===== src/rtl/indexed_doubly_linked_list_defines.svh =====
// assertion helpers for the rtl
`ifndef INDEXED_DOUBLY_LINKED_LIST_DEFINES_SVH
`define INDEXED_DOUBLY_LINKED_LIST_DEFINES_SVH

// same-cycle implication, disabled while reset is low
`define IDLL_ASSERT_NOW(label, clk, rst_n, ante, cons) \
    label: assert property (@(posedge clk) disable iff (!(rst_n)) (ante) |-> (cons)) \
        else $error("idll assertion failed");

// next-cycle implication, disabled while reset is low
`define IDLL_ASSERT_NEXT(label, clk, rst_n, ante, cons) \
    label: assert property (@(posedge clk) disable iff (!(rst_n)) (ante) |=> (cons)) \
        else $error("idll assertion failed");

`endif


===== src/rtl/idll_pkg.sv =====
`timescale 1ns / 1ps
`default_nettype none

package idll_pkg;

    localparam int CMD_W       = 3;
    localparam int SLOT_W      = 8;
    localparam int CNT_W       = 9;
    localparam int IN_TDATA_W  = 16;
    localparam int OUT_TDATA_W = 40;

    localparam logic [CNT_W-1:0] CAP_RESET = 9'd256;

    typedef enum logic [CMD_W-1:0] {
        CMD_PUSH_BACK  = 3'd0,
        CMD_PUSH_FRONT = 3'd1,
        CMD_POP_FRONT  = 3'd2,
        CMD_POP_BACK   = 3'd3,
        CMD_REMOVE     = 3'd4,
        CMD_CONTAINS   = 3'd5
    } t_cmd;

    typedef enum logic [1:0] {
        STAT_DONE     = 2'd0,
        STAT_RANGE    = 2'd1,
        STAT_PRESENCE = 2'd2,
        STAT_EMPTY    = 2'd3
    } t_status;

    // result word, status in the lowest bits
    typedef struct packed {
        logic              list_empty;
        logic [CNT_W-1:0]  entry_count;
        logic              tail_valid;
        logic [SLOT_W-1:0] tail_slot;
        logic              head_valid;
        logic [SLOT_W-1:0] head_slot;
        logic              is_member;
        logic              popped_valid;
        logic [SLOT_W-1:0] popped_index;
        t_status           status;
    } t_result;

    // controller to datapath
    typedef struct packed {
        logic accept;
        logic clear;
        logic update;
    } t_ctrl;

    // datapath to controller
    typedef struct packed {
        logic clear_last;
        logic out_free;
    } t_dp_stat;

endpackage

`default_nettype wire


===== src/rtl/idll_ctrl.sv =====
`timescale 1ns / 1ps
`default_nettype none

module idll_ctrl (
    input  wire logic               i_clk,
    input  wire logic               i_rst_n,
    input  wire logic               i_s_tvalid,
    input  wire idll_pkg::t_dp_stat i_stat,
    output logic                    o_ready,
    output idll_pkg::t_ctrl         o_ctrl
);

    typedef enum logic [1:0] {
        ST_CLEAR,
        ST_IDLE,
        ST_READ,
        ST_UPDATE
    } t_state;

    t_state r_state;
    t_state n_state;
    logic   r_ready;

    always_comb begin
        o_ctrl.accept = r_ready && i_s_tvalid;
        o_ctrl.clear  = (r_state == ST_CLEAR);
        o_ctrl.update = (r_state == ST_UPDATE) && i_stat.out_free;
        n_state       = r_state;
        unique case (r_state)
            ST_CLEAR: begin
                if (i_stat.clear_last) n_state = ST_IDLE;
            end
            ST_IDLE: begin
                if (o_ctrl.accept) n_state = ST_READ;
            end
            ST_READ: begin
                n_state = ST_UPDATE;
            end
            ST_UPDATE: begin
                if (i_stat.out_free) n_state = ST_IDLE;
            end
        endcase
    end

    always_ff @(posedge i_clk) begin
        if (!i_rst_n) begin
            r_state <= ST_CLEAR;
            r_ready <= 1'b0;
        end else begin
            r_state <= n_state;
            r_ready <= (n_state == ST_IDLE);
        end
    end

    assign o_ready = r_ready;

endmodule

`default_nettype wire


===== src/rtl/idll_dp.sv =====
`timescale 1ns / 1ps
`default_nettype none

module idll_dp #(
    parameter int MAX_SLOTS = 256
) (
    input  wire logic                               i_clk,
    input  wire logic                               i_rst_n,
    input  wire idll_pkg::t_ctrl                    i_ctrl,
    input  wire logic [idll_pkg::IN_TDATA_W-1:0]    i_s_tdata,
    input  wire logic                               i_cfg_we,
    input  wire logic [idll_pkg::CNT_W-1:0]         i_cfg_wdata,
    input  wire logic                               i_m_tready,
    output idll_pkg::t_dp_stat                      o_stat,
    output logic                                    o_m_tvalid,
    output idll_pkg::t_result                       o_m_tdata
);

    localparam int AW = $clog2(MAX_SLOTS);
    localparam int LW = $clog2(MAX_SLOTS + 1);
    localparam int IW = (AW > idll_pkg::SLOT_W) ? AW : idll_pkg::SLOT_W;
    localparam int OW = (LW > idll_pkg::SLOT_W) ? LW : idll_pkg::SLOT_W;
    localparam logic [LW-1:0] NONE = LW'(MAX_SLOTS);

    // link memories and active marks
    logic [AW-1:0] prev_mem [MAX_SLOTS];
    logic [AW-1:0] next_mem [MAX_SLOTS];
    logic          act_mem  [MAX_SLOTS];

    logic [AW-1:0] r_prev_rd;
    logic [AW-1:0] r_next_rd;
    logic          r_act_rd;

    logic [idll_pkg::CNT_W-1:0]  r_cap;
    idll_pkg::t_cmd              r_cmd;
    logic [idll_pkg::SLOT_W-1:0] r_slot;
    logic [LW-1:0]               r_head;
    logic [LW-1:0]               r_tail;
    logic [idll_pkg::CNT_W-1:0]  r_len;
    logic [AW-1:0]               r_clr_cnt;
    logic                        r_out_valid;
    idll_pkg::t_result           r_out;

    logic [IW-1:0]              slot_w;
    logic [AW-1:0]              rd_addr;
    logic [LW-1:0]              tgt;
    logic [LW-1:0]              vict;
    logic                       vict_ok;
    logic                       in_range;
    logic [LW-1:0]              lnk_p;
    logic [LW-1:0]              lnk_n;
    logic                       do_unlink;
    logic                       out_free;

    logic [LW-1:0]              n_head;
    logic [LW-1:0]              n_tail;
    logic [idll_pkg::CNT_W-1:0] n_len;
    idll_pkg::t_result          n_out;
    logic [OW-1:0]              head_ow;
    logic [OW-1:0]              tail_ow;
    logic [OW-1:0]              vict_ow;

    logic          prev_we, next_we, act_we;
    logic [AW-1:0] prev_wa, next_wa, act_wa;
    logic [AW-1:0] prev_wd, next_wd;
    logic          act_wd;

    assign slot_w   = IW'(r_slot);
    assign out_free = !r_out_valid || i_m_tready;
    assign in_range = ({1'b0, r_slot} < r_cap) && (32'(r_slot) < 32'(MAX_SLOTS));
    assign vict     = (r_cmd == idll_pkg::CMD_POP_FRONT) ? r_head : r_tail;
    assign vict_ok  = (vict != NONE);

    always_comb begin
        case (r_cmd)
            idll_pkg::CMD_POP_FRONT: rd_addr = r_head[AW-1:0];
            idll_pkg::CMD_POP_BACK:  rd_addr = r_tail[AW-1:0];
            default:                 rd_addr = slot_w[AW-1:0];
        endcase
    end

    // neighbors of the slot being unlinked, ends of the list read as none
    assign tgt   = LW'(rd_addr);
    assign lnk_p = (tgt == r_head) ? NONE : LW'(r_prev_rd);
    assign lnk_n = (tgt == r_tail) ? NONE : LW'(r_next_rd);

    always_comb begin
        n_head  = r_head;
        n_tail  = r_tail;
        n_len   = r_len;
        prev_we = 1'b0;
        next_we = 1'b0;
        act_we  = 1'b0;
        prev_wa = rd_addr;
        next_wa = rd_addr;
        act_wa  = rd_addr;
        prev_wd = '0;
        next_wd = '0;
        act_wd  = 1'b0;
        do_unlink = 1'b0;
        n_out   = '0;
        n_out.status = idll_pkg::STAT_DONE;

        unique case (r_cmd) inside
            idll_pkg::CMD_PUSH_BACK: begin
                if (!in_range) begin
                    n_out.status = idll_pkg::STAT_RANGE;
                end else if (r_act_rd) begin
                    n_out.status = idll_pkg::STAT_PRESENCE;
                end else begin
                    act_we  = 1'b1;
                    act_wd  = 1'b1;
                    prev_we = 1'b1;
                    prev_wd = r_tail[AW-1:0];
                    if (r_tail != NONE) begin
                        next_we = 1'b1;
                        next_wa = r_tail[AW-1:0];
                        next_wd = rd_addr;
                    end else begin
                        n_head = tgt;
                    end
                    n_tail = tgt;
                    n_len  = r_len + 1'b1;
                end
            end
            idll_pkg::CMD_PUSH_FRONT: begin
                if (!in_range) begin
                    n_out.status = idll_pkg::STAT_RANGE;
                end else if (r_act_rd) begin
                    n_out.status = idll_pkg::STAT_PRESENCE;
                end else begin
                    act_we  = 1'b1;
                    act_wd  = 1'b1;
                    next_we = 1'b1;
                    next_wd = r_head[AW-1:0];
                    if (r_head != NONE) begin
                        prev_we = 1'b1;
                        prev_wa = r_head[AW-1:0];
                        prev_wd = rd_addr;
                    end else begin
                        n_tail = tgt;
                    end
                    n_head = tgt;
                    n_len  = r_len + 1'b1;
                end
            end
            idll_pkg::CMD_POP_FRONT, idll_pkg::CMD_POP_BACK: begin
                if (!vict_ok) begin
                    n_out.status = idll_pkg::STAT_EMPTY;
                end else begin
                    do_unlink          = 1'b1;
                    n_out.popped_valid = 1'b1;
                end
            end
            idll_pkg::CMD_REMOVE: begin
                if (!in_range) begin
                    n_out.status = idll_pkg::STAT_RANGE;
                end else if (!r_act_rd) begin
                    n_out.status = idll_pkg::STAT_PRESENCE;
                end else begin
                    do_unlink = 1'b1;
                end
            end
            idll_pkg::CMD_CONTAINS: begin
                if (!in_range) n_out.status = idll_pkg::STAT_RANGE;
                else           n_out.is_member = r_act_rd;
            end
            default: begin
            end
        endcase

        if (do_unlink) begin
            act_we = 1'b1;
            act_wd = 1'b0;
            if (lnk_p != NONE) begin
                next_we = 1'b1;
                next_wa = lnk_p[AW-1:0];
                next_wd = lnk_n[AW-1:0];
            end else begin
                n_head = lnk_n;
            end
            if (lnk_n != NONE) begin
                prev_we = 1'b1;
                prev_wa = lnk_n[AW-1:0];
                prev_wd = lnk_p[AW-1:0];
            end else begin
                n_tail = lnk_p;
            end
            n_len = r_len - 1'b1;
        end

        head_ow = OW'(n_head);
        tail_ow = OW'(n_tail);
        vict_ow = OW'(vict);
        n_out.popped_index = n_out.popped_valid ? vict_ow[idll_pkg::SLOT_W-1:0] : '0;
        n_out.head_valid   = (n_head != NONE);
        n_out.head_slot    = n_out.head_valid ? head_ow[idll_pkg::SLOT_W-1:0] : '0;
        n_out.tail_valid   = (n_tail != NONE);
        n_out.tail_slot    = n_out.tail_valid ? tail_ow[idll_pkg::SLOT_W-1:0] : '0;
        n_out.entry_count  = n_len;
        n_out.list_empty   = (n_len == '0);
    end

    // memories: one write and one registered read each
    always_ff @(posedge i_clk) begin
        if (i_ctrl.update && prev_we) prev_mem[prev_wa] <= prev_wd;
        r_prev_rd <= prev_mem[rd_addr];
    end

    always_ff @(posedge i_clk) begin
        if (i_ctrl.update && next_we) next_mem[next_wa] <= next_wd;
        r_next_rd <= next_mem[rd_addr];
    end

    always_ff @(posedge i_clk) begin
        if (i_ctrl.clear) begin
            act_mem[r_clr_cnt] <= 1'b0;
        end else if (i_ctrl.update && act_we) begin
            act_mem[act_wa] <= act_wd;
        end
        r_act_rd <= act_mem[rd_addr];
    end

    always_ff @(posedge i_clk) begin
        if (i_ctrl.accept) begin
            r_cmd  <= idll_pkg::t_cmd'(i_s_tdata[idll_pkg::CMD_W-1:0]);
            r_slot <= i_s_tdata[idll_pkg::CMD_W +: idll_pkg::SLOT_W];
        end
        if (i_ctrl.update) r_out <= n_out;
    end

    always_ff @(posedge i_clk) begin
        if (!i_rst_n) begin
            r_cap       <= idll_pkg::CAP_RESET;
            r_head      <= NONE;
            r_tail      <= NONE;
            r_len       <= '0;
            r_clr_cnt   <= '0;
            r_out_valid <= 1'b0;
        end else begin
            if (i_cfg_we) r_cap <= i_cfg_wdata;
            if (i_ctrl.clear) r_clr_cnt <= r_clr_cnt + 1'b1;
            if (i_ctrl.update) begin
                r_head      <= n_head;
                r_tail      <= n_tail;
                r_len       <= n_len;
                r_out_valid <= 1'b1;
            end else if (i_m_tready) begin
                r_out_valid <= 1'b0;
            end
        end
    end

    assign o_stat.clear_last = (r_clr_cnt == AW'(MAX_SLOTS - 1));
    assign o_stat.out_free   = out_free;
    assign o_m_tvalid        = r_out_valid;
    assign o_m_tdata         = r_out;

endmodule

`default_nettype wire


===== src/rtl/indexed_doubly_linked_list.sv =====
// indexed doubly linked list manager
// each request passes through accept, link read and link update; the update waits while a result is still unread
// a new request is taken only after the previous one has finished its link update
// reset: synchronous active low; afterwards the active marks of all MAX_SLOTS slots are cleared, one slot a cycle,
//   during which no request is taken (capacity writes still land)
`timescale 1ns / 1ps
`default_nettype none
`include "indexed_doubly_linked_list_defines.svh"

module indexed_doubly_linked_list #(
    parameter int MAX_SLOTS = 256
) (
    input  wire logic                             i_clk,
    input  wire logic                             i_rst_n,
    // request stream
    input  wire logic                             s_axis_tvalid,
    output logic                                  s_axis_tready,
    // [2:0] command, [10:3] slot_index, [15:11] zero
    input  wire logic [idll_pkg::IN_TDATA_W-1:0]  s_axis_tdata,
    // result stream
    output logic                                  m_axis_tvalid,
    input  wire logic                             m_axis_tready,
    // [1:0] status, [9:2] popped_index, [10] popped_valid, [11] is_member,
    // [19:12] head_slot, [20] head_valid, [28:21] tail_slot, [29] tail_valid,
    // [38:30] entry_count, [39] list_empty
    output logic [idll_pkg::OUT_TDATA_W-1:0]      m_axis_tdata,
    // capacity register write
    input  wire logic                             i_cfg_we,
    input  wire logic [idll_pkg::CNT_W-1:0]       i_cfg_wdata
);

    // most slots that can ever be linked: bounded by memory depth and index width
    localparam int CNT_MAX = (MAX_SLOTS < 256) ? MAX_SLOTS : 256;

    idll_pkg::t_ctrl    w_ctrl;
    idll_pkg::t_dp_stat w_stat;
    idll_pkg::t_result  w_res;
    logic               w_accept;

    // sequencer: clear sweep, then accept / read / update per request
    idll_ctrl u_ctrl (
        .i_clk      (i_clk),
        .i_rst_n    (i_rst_n),
        .i_s_tvalid (s_axis_tvalid),
        .i_stat     (w_stat),
        .o_ready    (s_axis_tready),
        .o_ctrl     (w_ctrl)
    );

    // link memories, head / tail / count and the result register
    idll_dp #(
        .MAX_SLOTS (MAX_SLOTS)
    ) u_dp (
        .i_clk       (i_clk),
        .i_rst_n     (i_rst_n),
        .i_ctrl      (w_ctrl),
        .i_s_tdata   (s_axis_tdata),
        .i_cfg_we    (i_cfg_we),
        .i_cfg_wdata (i_cfg_wdata),
        .i_m_tready  (m_axis_tready),
        .o_stat      (w_stat),
        .o_m_tvalid  (m_axis_tvalid),
        .o_m_tdata   (w_res)
    );

    assign m_axis_tdata = w_res;
    assign w_accept     = s_axis_tvalid && s_axis_tready;

    // a taken request closes the input until its result is built
    `IDLL_ASSERT_NEXT(a_busy_after_accept, i_clk, i_rst_n, w_accept, !s_axis_tready)

    // head and tail exist exactly when the list is not empty
    `IDLL_ASSERT_NOW(a_ends_match_count, i_clk, i_rst_n, m_axis_tvalid,
        (w_res.head_valid == !w_res.list_empty) && (w_res.tail_valid == !w_res.list_empty))

    // count never passes the number of addressable slots
    `IDLL_ASSERT_NOW(a_count_bound, i_clk, i_rst_n, m_axis_tvalid,
        32'(w_res.entry_count) <= CNT_MAX)

    // a returned slot always comes with a done status
    `IDLL_ASSERT_NOW(a_pop_status, i_clk, i_rst_n, m_axis_tvalid && w_res.popped_valid,
        w_res.status == idll_pkg::STAT_DONE)

endmodule

`default_nettype wire

===== config.mk =====
export PLATFORM = sky130hd
export DESIGN_NAME = indexed_doubly_linked_list
export DESIGN_NICKNAME = d
export VERILOG_FILES = /design/src/rtl/idll_pkg.sv /design/src/rtl/idll_ctrl.sv /design/src/rtl/idll_dp.sv /design/src/rtl/indexed_doubly_linked_list.sv
export VERILOG_INCLUDE_DIRS = /design/src /design/src/rtl
export SDC_FILE = /design/constraint.sdc
export NUM_CORES = 2
export LEC_CHECK = 0
export BUFFER_PORTS_ARGS = -buffer_cell sky130_fd_sc_hd__buf_4
export CORE_MARGIN = 4
export CORE_UTILIZATION = 51
export CTS_BUF_LIST = sky130_fd_sc_hd__clkbuf_4
export DETAILED_ROUTE_END_ITERATION = 8
export GPL_ROUTABILITY_DRIVEN = 0
export PLACE_DENSITY = 0.66
export SLEW_MARGIN = 10
export SYNTH_ARGS = -nofsm -noshare
export SYNTH_HDL_FRONTEND = slang
export SYNTH_HIERARCHICAL = 1
export SYNTH_MEMORY_MAX_BITS = 65536
export SYNTH_SLANG_ARGS = --single-unit

===== constraint.sdc =====
create_clock -name i_clk -period 20.2 [get_ports i_clk]
set_input_delay 1.01 -clock i_clk [delete_from_list [all_inputs] [get_ports i_clk]]
set_output_delay 1.01 -clock i_clk [all_outputs]
set_load 0.02 [all_outputs]

# After elaboration in Yosys (flattened, before gate mapping)

Memory sizes are Yosys's and may differ from the RTL's. A register that Yosys moved wholly into a read port is not among the register bits.
Index checks and enable logic that the tools add are counted.

Output and inout bits: 42
RAM bits: 4,352
Flip-flop bits (word level): 99
Bits of input ports: 30
Memories kept: 3

Equality and inequality tests: 19
Mux-type cells: 99
$add $sub $neg: 3
$lt $le $gt $ge: 1
Reductions and logical operators: 15

Memory list:

| memory        | words | bits a word | read ports | clocked after Yosys merged registers in | wr ports | line          | text |
|---|---|---|---|---|---|---|---|
| u_dp.next_mem | 256   | 8           | 1          | 1                                       | 1        | idll_dp.sv:27 | `logic [AW-1:0] next_mem [MAX_SLOTS];` |
| u_dp.prev_mem | 256   | 8           | 1          | 1                                       | 1        | idll_dp.sv:26 | `logic [AW-1:0] prev_mem [MAX_SLOTS];` |
| u_dp.act_mem  | 256   | 1           | 1          | 1                                       | 1        | idll_dp.sv:28 | `logic act_mem [MAX_SLOTS];` |

Operators by type and width:

| operator            | number |
|---|---|
| $mux 8              | 27 |
| $mux 9              | 21 |
| $ne 9x9->1 const B  | 7 |
| $pmux 8 s2          | 3 |
| $pmux 9 s2          | 2 |
| $mux 1              | 33 |
| $eq 8x9->1          | 2 |
| $mux 2              | 8 |
| $pmux 2 s4          | 2 |
| $add 9x1->9 const B | 1 |
| $logic_not 9->1     | 1 |
| $lt 8x9->1          | 1 |
| $sub 9x1->9 const B | 1 |
| $add 8x1->8 const B | 1 |
| $eq 8x8->1 const B  | 1 |
| $eq 3x2->1 const B  | 2 |
| $eq 3x3->1 const B  | 2 |
| $pmux 1 s2          | 3 |
| $logic_and 1x1->1   | 5 |
| $eq 2x1->1 const B  | 2 |
| $eq 2x2->1 const B  | 2 |
| $reduce_or 2->1     | 2 |
| $eq 3x1->1 const B  | 1 |
| $logic_not 3->1     | 1 |
| 6 further kinds     | 6 |

# Longest topological paths before layout

Depth after elaboration: 12
Gate-level depth with buffers: 16
Mapped depth without buffers: 11

# Cells and area by module

Netlist, hierarchy kept.

Modules (own cells, without submodules):

| module    | area each (um^2) | times used | cells each |
|---|---|---|---|
| idll_dp   | 178,104.6        | 1          | 10,771 |
| idll_ctrl | 153.9            | 1          | 16 |

# Worst setup path before layout

No wires, ideal clock.

Kind: register to register
From: reg u_dp/r_slot[5] (netlist bit)
To: mem u_dp/next_mem[0][0] (netlist bit) (data pin)
Buffers on the path: 3
Stages on the path, launching flop included: 11
Data required time: 18.666 ns
Clock period less this slack: 10.622 ns
Slack: 9.578 ns
Arrival time: 9.088 ns
Path through: edfxtp_1 ha_1 a21oi_1 o22ai_1 or4_1 clkbuf_1 a211oi_1 clkbuf_1 nand2_1 clkbuf_1 o211ai_1

Longest elaborated chain between the ends: 6

RTL lines:

| element                                            | line           | text |
|---|---|---|
| start, declared                                    | idll_dp.sv:36  | `logic [idll_pkg::SLOT_W-1:0] r_slot;` |
| start signal, assigned                             | idll_dp.sv:227 | `r_slot <= i_s_tdata[idll_pkg::CMD_W +: idll_pkg::SLOT_W];` |
| branches (longest 5 deep; another with $lt 8x9->1) | -              |  |
| $mux 8 (*)                                         | idll_dp.sv:172 | `if (do_unlink) begin` |
| named net u_dp.next_wd[0]                          | idll_dp.sv:65  | `logic [AW-1:0] prev_wd, next_wd;` |
| end, declared                                      | idll_dp.sv:27  |  |

Mark *: on every way through the listed nets, which the timed path passes.

# Final worst setup path

From: reg u_dp.r_cmd[1]
To: reg u_dp.r_next_rd[1] (read register of u_dp.next_mem)

Longest elaborated chain between the ends: 2

RTL lines:

| element                | line           | text |
|---|---|---|
| start, declared        | idll_dp.sv:35  | `idll_pkg::t_cmd r_cmd;` |
| start signal, assigned | idll_dp.sv:226 | `r_cmd <= idll_pkg::t_cmd'(i_s_tdata[idll_pkg::CMD_W-1:0]);` |
| $eq 3x2->1             | idll_dp.sv:75  | `case (r_cmd)` |
| $pmux 8 s2 (*)         | idll_dp.sv:75  |  |
| end, declared          | idll_dp.sv:31  | `logic [AW-1:0] r_next_rd;` |

Mark *: on every way between the ends. The rest lies on a longest branch, timed or not.
A chain may end at the register's enable or synchronous reset.

==> flow_summary_export.csv <==
group,metric,value,unit
run_status,status,"finished clean",
floorplan,die_y,599,um
sta,relSlewSlack,9.08,%
floorplan,die_w,599,um
worst_setup_path,critPathLaunchType,"flop",
global_routing,grt_use_total,28.2,%
drt,via_per_inst,6.35,
synthesis,syn-cell-area,178000,um2
sta,hold_violations,0,
global_routing,grt_max_degree,213,
worst_setup_path,crit-reg2reg-launch,"u_dp/r_cmd[1]",
drt,routedWlPerCell,30.0,um
synthesis,synthCells,10787,
finish,syn2layout_area_growth,11.3,%
synthesis,synth_cell_types,98,
worst_setup_path,r2r-end,"u_dp/r_next_rd[1]",
power,cellPowerDensity,88.4,nW/um2
power,total_leakage_power,0.0662,uW
sta,period_share,41.8,%
floorplan,core_area,347000,um2
placement,portBuffers,66,
sta,hold_slack,360,ps
clocking,cts_buffers,1195,
synthesis,synthArstFlopShare,0,%
sta,layout_min_cycle_time,8440,ps
worst_setup_path,cp-end-kind,"flop",
global_routing,grt_pass1_wl,728000,um
sta,fin_tns_setup,0,ps
global_routing,grt_overflow,0,
worst_setup_path,critPathKind,"reg -> reg",
finish,drive_gt1_share,21.9,%
synthesis,ys_warn_count,6,
drt,drc,0,
clocking,htreeDepth,7,
worst_setup_path,crit_arrival,9950,ps
flow_run,drv_cap,0,
power,switching_share,20.2,%
sta,finalSetupViolCount,0,
synthesis,synth_edf_count,4403,
floorplan,initial_utilization,51.4,%
clocking,cts_buffer_depth,5,
synthesis,yosys.area.top_type,"edfxtp_1",
floorplan,die_area,359000,um2
clocking,cts_sinks,4468,
synthesis,synthesis.nets,10827,
synthesis,ys.flop_type,"edfxtp_1",
power,power.switching,3540,uW
drt,vias,107609,
clocking,cts-root-buf,"clkbuf_4",
synthesis,ys_top_cells_by_area,"edfxtp_1 74%, mux4_2 7.1%, mux2i_1 3.8%",
sta,setup_ws,11760,ps
power,p_comb_share,0.3,%
sta,tightest_slew,1360,ps
power,p_int,14000,uW
worst_setup_path,worst-path-max-fanout,103,
synthesis,seq_area_frac_synth,74.9,%
power,clockPowerShare,42.5,%
hold_path,hp-class,"in -> reg",
floorplan,placement_rows,216,
synthesis,ys_ff_latch,4468,
finish,final.fill_count,26710,
placement,place_ws,11770,ps
sta,rsz0062_at_grt,"no",
drt,routed_wl,509000,um
clocking,tritoncts,"done",
floorplan,ioPinCount,72,
drt,first_pass_iters,8,
worst_setup_path,r2r_slack,11760,ps
global_routing,first_global_vias,106406,
drt,drt_iter0_drc,15071,
global_routing,antenna_found_initial,29,
clocking,clk_latency,1640,ps
placement,dp_hpwl,295000,um
hold_path,hold_start,"m_axis_tready",
sta,slew_violations,0,
sta,clock-skew-final,176,ps
drt,postRouteAntennaNets,0,
worst_setup_path,ff2ff_path_depth,16,
sta,max_freq,118,MHz
hold_path,whs_path_depth,4,
synthesis,avgSynthCellArea,16.5,um2
synthesis,synth_top_area_share,74.2,%
worst_setup_path,cp_data_required_time,21700,ps
finish,nNetsFinal,11694,
clocking,clk_pin_slew,70,ps
power,peakVddDrop,0.0551,mV
hold_path,holdPathEnd,"u_dp/o_m_tvalid",
power,p_seq_share,57.2,%
==> logic make-up after synthesis <==
group | after synthesis | share of synthesized area [%]
adder cells (fa/ha/maj) | 10 | 0.0702
AO/OA/AOI/OAI | 1670 | 5.95
multiplexers | 1250 | 11.0
AND/OR/NAND/NOR | 2607 | 6.15
flip-flops | 4468 | 74.9
buffers and inverters | 756 | 1.83
XOR/XNOR | 26 | 0.128
==> sequential cells by signal, summed over array words and instances, names as in the netlist <==
name / flops
u_dp/next_mem: 2048
u_dp/prev_mem: 2048
u_dp/act_mem: 256
u_dp/o_m_tdata: 40
u_dp/r_cap: 9
u_dp/r_head: 9
u_dp/r_len: 9
u_dp/r_tail: 9
u_dp/r_clr_cnt: 8
u_dp/r_next_rd: 8
u_dp/r_prev_rd: 8
u_dp/r_slot: 8
u_dp/r_cmd: 3
u_ctrl/r_state: 2
u_ctrl/o_ready: 1
u_dp/o_m_tvalid: 1
u_dp/r_act_rd: 1
==> per-stage QoR <==
step	total power [uW]	instance area, um2	utilization [%]	instances
floorplan	10300	178000	-	10787
detailed placement	10300	184000	53.0	14980
global placement	10300	184000	53.0	14979
finish	17500	198000	57.2	16958
global route	18300	198000	57.2	16951
CTS	17700	198000	57.2	16942
==> critical path, stage by stage (launching register included) <==
cell and delay [ps]:
edfxtp_1 630, nor2b_4 220, buf_4 420, mux2i_4 800
buf_12 620, buf_4 670, buf_4 720, buf_4 790
buf_4 830, mux2i_1 170, o221ai_1 280, a21oi_1 100
o22ai_1 370, nor4_1 120, buf_4 180, a2111oi_0 880
nor4bb_1 310
==> cells in the final DEF (no fill, tap or decap), types with 45 or more instances in the layout <==
cell and instances:
edfxtp_1 4403, clkbuf_4 1653, nand2_1 1139, nor2_1 857, mux2i_1 671, a21oi_1 653, mux4_2 559, buf_4 310
o221ai_1 215, o21ai_0 200, clkinv_1 177, nand3_1 166, nor3_1 157, a31oi_1 123, o22ai_1 119, dfxtp_1 65
dlygate4sd3_1 55, nor4_1 49, a22oi_1 45
==> worst max path at each step <==
stage / slack (ps) / from / to / cells past startpoint
final: 11760 / u_dp/r_cmd[1] / u_dp/r_next_rd[1] / 16
after global routing: 11190 / u_dp/r_cmd[1] / u_dp/r_next_rd[1] / 16
after CTS: 11740 / u_dp/r_cmd[1] / u_dp/r_next_rd[1] / 16
after detailed placement: 11770 / u_dp/r_cmd[1] / u_dp/r_next_rd[1] / 16
after global placement: 11880 / u_dp/r_cmd[1] / u_dp/r_next_rd[1] / 16
after floorplan: 9580 / u_dp/r_slot[5] / u_dp/next_mem[0][0] / 10
==> cell usage after synthesis, types with 24 or more instances <==
master,n
a211oi_1,29
o22ai_1,119
a22oi_1,45
and2_1,31
o21a_1,43
buf_1,113
buf_4,50
o21ai_0,200
nand4_1,35
nand3_1,172
o221ai_1,215
nand2_1,1144
mux2i_1,673
nor2_1,875
nor2b_1,43
a31oi_1,124
nor4_1,50
edfxtp_1,4403
mux4_2,559
a21oi_1,653
buf_2,178
and3_1,24
clkbuf_1,372
nor3_1,157
dfxtp_1,65
inv_1,40
==> timing repair <==
item / in CTS / in global routing
hold endpoints to repair: 70 / 0
setup buffers: 0 / 0
gates resized for setup: 0 / 0
hold buffers: 55 / 0
==> power groups by stage <==
| stage | Clock (uW) | Combinational [uW] | Sequential (uW) |
|---|---|---|---|
| final | 7450 | 49.1 | 10000 |
| after floorplan | 0 | 19.6 | 10200 |
| after global routing | 8180 | 51.6 | 10000 |
| after detailed placement | 0 | 38.6 | 10200 |
| after global placement | 0 | 37.2 | 10200 |
| after CTS | 7610 | 47.3 | 10000 |
==> metal layers <==
| layer | share of wire (%) | GRT usage, % | vias to the layer above | wire length, um |
|---|---|---|---|---|
| met5 | 0.018 | 0 | - | 90 |
| met4 | 4.0 | 12.5 | 14 | 20400 |
| met1 | 37 | 37.9 | 54539 | 188000 |
| li1 | - | - | 44805 | - |
| met2 | 47 | 43.1 | 7185 | 239000 |
| met3 | 12 | 8.31 | 1066 | 62300 |
==> cell type report <==
cell class | count | area [um2] | area share (%)
diodes | 16 | 40.0 | 0.0202
clock buffers | 1653 | 12400 | 6.25
clock inverters | 254 | 1450 | 0.728
inverters | 41 | 154 | 0.0776
multi-input cells | 5563 | 41900 | 21.1
flip-flops and latches | 4468 | 134000 | 67.3
well taps | 4578 | 5730 | 2.89
repair buffers | 385 | 3270 | 1.65
Note: power is estimated with default switching activity, not from simulation.
